<file path="src/hw/rtl/pci_pkg.sv">
`timescale 1ns / 1ps
// Shared widths and defaults for the perspective-correct interpolator.
// No dependencies; used by the channel interfaces, pci_recip and the top level.
package pci_pkg;
    localparam int FRAC_BITS_DEF = 16;  // default fraction bits of Q values
    localparam int WEIGHT_BITS   = 16;  // barycentric weights are Q1.16
    localparam int VAL_W         = 32;  // Q values and results
    localparam int BARY_W        = 17;  // barycentric weight code
    localparam int QMAG_W        = 33;  // reciprocal magnitude, capped at 2^32
    localparam int DMAG_W        = 50;  // magnitude of the weighted reciprocal sum
endpackage

</file>
<file path="src/hw/rtl/pci_recip.sv">
`timescale 1ns / 1ps
// Pipelined reciprocal: round(2^K / d), one quotient bit per stage, capped at 2^32.
// Depends on pci_pkg. Each quotient step is registered, then an output register; all advance when en is high.
module pci_recip #(
    parameter int K  = 32,
    parameter int DW = 32
) (
    input  logic                       clk,
    input  logic                       en,
    input  logic [DW-1:0]              d,
    output logic [pci_pkg::QMAG_W-1:0] mag
);
    import pci_pkg::*;

    localparam int NB = K + 2;       // quotient bits of floor(2^(K+1) / d)
    localparam int QW = QMAG_W + 1;  // low quotient bits kept; higher ones only flag

    logic [DW-1:0]     rem_reg [NB];
    logic [DW-1:0]     div_reg [NB];
    logic [QW-1:0]     quo_reg [NB];
    logic              ovf_reg [NB];
    logic [QMAG_W-1:0] mag_reg;
    logic [QMAG_W-1:0] mag_next;
    logic [QW:0]       rnd;

    genvar j;
    for (j = 0; j < NB; j++)
    begin : g_step
        logic [DW-1:0] rem_prev;
        logic [DW-1:0] div_prev;
        logic [QW-1:0] quo_prev;
        logic          ovf_prev;
        logic [DW:0]   shifted;
        logic [DW:0]   diff;
        logic          ge;
        logic [DW-1:0] rem_next;
        logic [QW-1:0] quo_next;
        logic          ovf_next;

        if (j == 0)
        begin : g_first
            assign rem_prev = '0;
            assign div_prev = d;
            assign quo_prev = '0;
            assign ovf_prev = 1'b0;
        end
        else
        begin : g_rest
            assign rem_prev = rem_reg[j-1];
            assign div_prev = div_reg[j-1];
            assign quo_prev = quo_reg[j-1];
            assign ovf_prev = ovf_reg[j-1];
        end

        // the numerator is a single one bit, brought in at the first step
        assign shifted  = {rem_prev, 1'(j == 0)};
        assign diff     = shifted - {1'b0, div_prev};
        assign ge       = ~diff[DW];
        assign rem_next = ge ? diff[DW-1:0] : shifted[DW-1:0];
        assign quo_next = {quo_prev[QW-2:0], ge};
        assign ovf_next = ovf_prev | quo_prev[QW-1];

        always_ff @(posedge clk)
        begin
            if (en)
            begin
                rem_reg[j] <= rem_next;
                div_reg[j] <= div_prev;
                quo_reg[j] <= quo_next;
                ovf_reg[j] <= ovf_next;
            end
        end
    end

    // round half up: (floor(2N/d) + 1) / 2
    assign rnd = {1'b0, quo_reg[NB-1]} + (QW + 1)'(1);

    always_comb
    begin
        if (ovf_reg[NB-1] || rnd[QW:QW-1] != 2'b00)
            mag_next = QMAG_W'(1) << (QMAG_W - 1);
        else
            mag_next = rnd[QMAG_W:1];
    end

    always_ff @(posedge clk)
    begin
        if (en)
            mag_reg <= mag_next;
    end

    assign mag = mag_reg;
endmodule

</file>
<file path="config.mk">
export PLATFORM = sky130hd
export DESIGN_NAME = pci_recip
export DESIGN_NICKNAME = d
export VERILOG_FILES = /design/src/hw/rtl/pci_pkg.sv /design/src/hw/rtl/pci_recip.sv
export SDC_FILE = /design/constraint.sdc
export NUM_CORES = 2
export LEC_CHECK = 0
export BUFFER_PORTS_ARGS = -buffer_cell sky130_fd_sc_hd__buf_2
export CAP_MARGIN = 30
export CORE_MARGIN = 4
export CORE_UTILIZATION = 60
export DETAILED_ROUTE_END_ITERATION = 8
export PLACE_DENSITY = 0.78
export SLEW_MARGIN = 0
export SYNTH_ARGS = -nofsm -noshare
export SYNTH_HDL_FRONTEND = slang
export SYNTH_SLANG_ARGS = --single-unit
</file>
<file path="constraint.sdc">
create_clock -name clk -period 6.49 [get_ports clk]
set_input_delay 0.3245 -clock clk [delete_from_list [all_inputs] [get_ports clk]]
set_output_delay 0.3245 -clock clk [all_outputs]
set_load 0.02 [all_outputs]
</file>
Word level (Yosys, flattened, before mapping):

Memories as Yosys holds them, arrays and structs flattened.
Cells that the tools add are included.

* bits in registers: 33
* memory bits (writable): 3366
* input bits: 34
* output and inout port bits: 33
* memories: 4

* add/subtract/negate cells: 35
* mux-type cells: 36
* bitwise operators: 67
* reductions and logical operators: 2

Memories
* quo_reg: depth 34, width 34, rd ports 34, clocked after memory_dff 0, write ports 34, RTL line pci_recip.sv:20 `logic [QW-1:0] quo_reg [NB];`
* div_reg: depth 34, width 32, rd ports 33, clocked after memory_dff 0, write ports 34, RTL line pci_recip.sv:19 `logic [DW-1:0] div_reg [NB];`
* rem_reg: depth 34, width 32, rd ports 33, clocked after memory_dff 0, write ports 34, RTL line pci_recip.sv:18 `logic [DW-1:0] rem_reg [NB];`
* ovf_reg: depth 34, width 1, rd ports 34, clocked after memory_dff 0, write ports 34, RTL line pci_recip.sv:21 `logic ovf_reg [NB];`

Operator list (count)
* subtractor 33 x 32 -> 33 bit: 33
* two-way mux 32 bit: 34
* adder 34 x 1 -> 35 bit (second input constant): 1
* NOT 1 bit: 34
* bitwise OR 1 bit: 33
* subtractor 1 x 32 -> 33 bit (first input constant): 1
* two-way mux 1 bit: 2
* nonzero test 2 bit: 1
* logical OR 1 bit: 1

Longest topological paths before layout:

An unclocked memory read counts as a cell.

* word-level depth: 4
* gate-level depth with buffers: 16
* depth with buffers taken out: 14

Least setup slack after synthesis:

Ideal clock, no wire load.

* path kind: reg2reg
* start point: mem rem_reg[31][8]
* end point: mem rem_reg[32][22], data pin
* data arrival time: 3.538 ns
* required time: 6.230 ns
* setup slack: 2.692 ns
* stages on the path, launching flop included: 14
* period minus slack after synthesis: 3.798 ns
* cell sequence: edfxtp_1 > ha_1 > a21o_1 > a21o_1 > a2111oi_0 > o21ai_0 > a211o_1 > a21oi_1 > o211ai_1 > a21oi_1 > xnor2_1 > buf_1 > clkbuf_1 > mux2_2

RTL lines (RTL line)
* start, declared: pci_recip.sv:18

==> impl_metrics.env <==
export IMPL_status="complete, no violations"
export IMPL_clock_sinks=2740
export IMPL_p_sw_mw=33.5
export IMPL_vias=98400
export IMPL_die_h_um=505
export IMPL_clockBufferDepth=4
export IMPL_fmax_mhz=197
export IMPL_drive_gt1_share_pct=8.73
export IMPL_ys_async_sr_fraction_pct=0
export IMPL_drc=0
export IMPL_hold_end="div_reg[0][7]"
export IMPL_power_frac_clock_pct=19.4
export IMPL_numCtsBuffers=308
export IMPL_track_usage_pct=25.2
export IMPL_rr_worst_depth=13
export IMPL_p_int_mw=55.2
export IMPL_synth_top_cell_by_area="edfxtp_1"
export IMPL_grt_max_degree=179
export IMPL_fin_crit_sh_pct=78.4
export IMPL_nNetsFinal=14100
export IMPL_final_hold_violation_count=0
export IMPL_coreArea_um2=246000
export IMPL_finish_instance_area_um2=163000
export IMPL_final_setup_tns_ns=0
export IMPL_start_util_pct=60.3
export IMPL_syn2layout_area_growth_pct=10.2
export IMPL_fin_skew_ns=0.0632
export IMPL_final_cell_mix="2,740 x edfxtp_1, 1,246 x inv_1, 1,053 x nand2_1, 1,041 x o21ai_0, 1,025 x ha_1"
export IMPL_cp_required_ns=7.19
export IMPL_layout_setup_ws_ns=1.40
export IMPL_antenna_found_initial=3
export IMPL_clock_latency_ns=0.94
export IMPL_reg2reg_to="rem_reg[19][1]"
export IMPL_p_leak_nw=66.7
export IMPL_cts_root_buf="clkbuf_16"
export IMPL_grt_pass1_vias=96700
export IMPL_fin_crit_ns=5.09
export IMPL_gr_total_overflow=0
export IMPL_place_port_buffers=66
export IMPL_rrSetupSlack_ns=1.40
export IMPL_slew_headroom_pct=23.6
export IMPL_r2r_start="div_reg[18][0]"
export IMPL_mostFrequentLayoutCell="edfxtp_1"
export IMPL_postPlaceCellArea_um2=153000
export IMPL_min_path_cells=2
export IMPL_htreeDepth=5
export IMPL_cp_startpoint="div_reg[18][0]"
export IMPL_rsz0062_at_grt="no"
export IMPL_setup_viol=0
export IMPL_ys_top_cells_by_area="edfxtp_1 56%, ha_1 8.7%, o21ai_0 3.5%, mux2_2 3.2%, inv_1 3.2%"
export IMPL_syn_area_um2=148000
export IMPL_swShare_pct=37.8
export IMPL_syn_area_per_cell_um2=11.6
export IMPL_comb_power_share_pct=46.8
export IMPL_yosysSeqAreaShare_pct=55.6
export IMPL_drt_total_wl_um=328000
export IMPL_seqPwrFrac_pct=33.8
export IMPL_yosysWarnings=0
export IMPL_via_per_inst=5.98
export IMPL_dieArea_um2=255000
export IMPL_synth_top_area_share_pct=55.6
export IMPL_max_stage_delay_ns=0.55
export IMPL_crit_family="compound AO/OA/AOI/OAI gates"
export IMPL_cp_end_kind="register"
export IMPL_synth_edf_count=2740
export IMPL_crit_type="reg -> reg"
export IMPL_tightestPinTransition_ns=1.15
export IMPL_fill_cells=17900
export IMPL_synthDistinctLibCells=85
export IMPL_crit_chain="inv_1, fa_1, a211oi_1, nor2_1, o211ai_1, a41oi_1, o21ai_0, a21boi_0, a21o_1, a21oi_1, xor2_4, buf_4, mux2_2"
export IMPL_fin_hold_ws_ns=0.114
export IMPL_ant_nets=0
export IMPL_tritoncts="yes"
export IMPL_path_buf_inv=2
export IMPL_hold_start="d[7]"
export IMPL_dieWidth_um=505
export IMPL_ys_seq_elements=2740
export IMPL_dpl_hpwl_um=240000
export IMPL_first_pass_iters=6
export IMPL_pre_cts_ws_ns=1.50
export IMPL_hold_class="in -> reg"
export IMPL_clk_pin_slew_ns=0.06
export IMPL_io_pins=67
export IMPL_cap_violations=0
export IMPL_synthCells=12800
export IMPL_worstPathMaxFanout=60
export IMPL_slowest_stage="edfxtp_1"
export IMPL_wl_per_cell_um=19.9
export IMPL_rows=182
export IMPL_drt_iter0_markers=9179
export IMPL_place_gp_congestion=0.922
export IMPL_post_cts_setup_buffers=0
export IMPL_power_density_nw_per_um2=543
export IMPL_grt_first_pass_wirelength_um=522000
export IMPL_synth_top_flop_cell="edfxtp_1"
export IMPL_crit_arrival_ns=5.79
export IMPL_start_kind="register"
export IMPL_irDropWorstVdd_mv=0.331
export IMPL_drv_slew=0
-- logic make-up after synthesis --
logic type	after synthesis	synth area share, %
fa+ha+maj	1057	9.09
simple gates	2647	8.29
mux	428	3.25
other cells	1	0.00253
buf+inv	1538	3.94
compound gates	3463	14.6
flops	2740	55.6
xor+xnor	893	5.31
-- final cells by class --
cell class | instances | area [um^2] | area share, %
inverters | 1248 | 4680 | 2.87
clock buffers | 362 | 7950 | 4.87
well taps | 3220 | 4030 | 2.47
clock inverters | 183 | 1960 | 1.20
multi-input cells | 8503 | 60500 | 37.1
repair buffers | 201 | 1810 | 1.11
flip-flops and latches | 2740 | 82300 | 50.4
diodes | 2 | 5.00 | 0.00307
-- stage by stage --
step | instances | power [mW] | utilization (%)
floorplan | 12800 | 60.0 | -
global placement | 15900 | 69.3 | 62.1
detailed placement | 15900 | 70.8 | 62.2
CTS | 16500 | 88.5 | 66.4
global route | 16500 | 94.8 | 66.4
finish | 16500 | 88.6 | 66.4
-- power groups by stage --
stage                     Clock [mW]  Combinational [mW]  Sequential, mW
after floorplan                    0                31.5            28.5
after global placement             0                39.0            30.3
after detailed placement           0                40.5            30.2
after CTS                       17.6                41.0            30.0
after global routing            18.4                46.0            30.3
final                           17.2                41.5            30.0
-- how the worst max path moves through the flow --
stage                      endpoint  slack (ns)  depth (start not counted)
floorplan           rem_reg[32][22]        2.69                         13
global placement     rem_reg[19][3]        1.56                         13
detailed placement   rem_reg[19][3]        1.50                         13
CTS                  rem_reg[19][3]        1.48                         13
global route        rem_reg[10][17]        1.10                         13
finish               rem_reg[19][1]        1.40                         13
-- cells in the mapped netlist (15+ instances only) --
master,n
a211o_1,37
a211oi_1,124
a21boi_0,49
a21o_1,528
a21oi_1,889
a221o_1,27
a221oi_1,20
a311oi_1,15
a31o_2,30
a31oi_1,104
a41oi_1,31
and2_1,59
and3_1,84
and4_1,30
buf_2,34
clkbuf_1,241
edfxtp_1,2740
fa_1,32
ha_1,1025
inv_1,1246
mux2_2,420
nand2_1,1053
nand2b_1,144
nand3_1,224
nand3b_1,17
nand4_1,86
nor2_1,583
nor2b_1,139
nor3_1,86
nor3b_1,20
nor4_1,19
o211ai_1,58
o21a_1,139
o21ai_0,1041
o21ai_1,16
o21bai_1,85
o221ai_1,27
o31a_1,27
o31ai_1,74
o41ai_1,31
or2_2,49
or3_1,21
xnor2_1,509
xor2_1,379
-- metal layers --
layer | wire [um] | track usage [%] | vias up | share of wire [%]
met1 | 148000 | 35.9 | 47500 | 45
li1 | - | - | 47400 | -
met3 | 20300 | 4.09 | 596 | 6.2
met2 | 152000 | 40.5 | 2927 | 46
met4 | 8240 | 6.70 | 0 | 2.5
met5 | 0 | 0 | - | 0
-- what timing repair did --
| item | 4_1_cts | 5_1_grt |
|---|---|---|
| endpoints found under the hold margin | 86 | 0 |
| resized for setup | 0 | 0 |
| endpoints found under the setup margin | 0 | 0 |
| hold buffers | 33 | 0 |
-- worst register-to-register path, cell delays in order, from the launching register on --
cell and delay, ns:
edfxtp_1 0.55, inv_1 0.13, fa_1 0.47, a211oi_1 0.26, nor2_1 0.14, o211ai_1 0.36, a41oi_1 0.31, o21ai_0 0.52
a21boi_0 0.34, a21o_1 0.26, a21oi_1 0.33, xor2_4 0.19, buf_4 0.49, mux2_2 0.48
(Power assumes the default switching activity.)
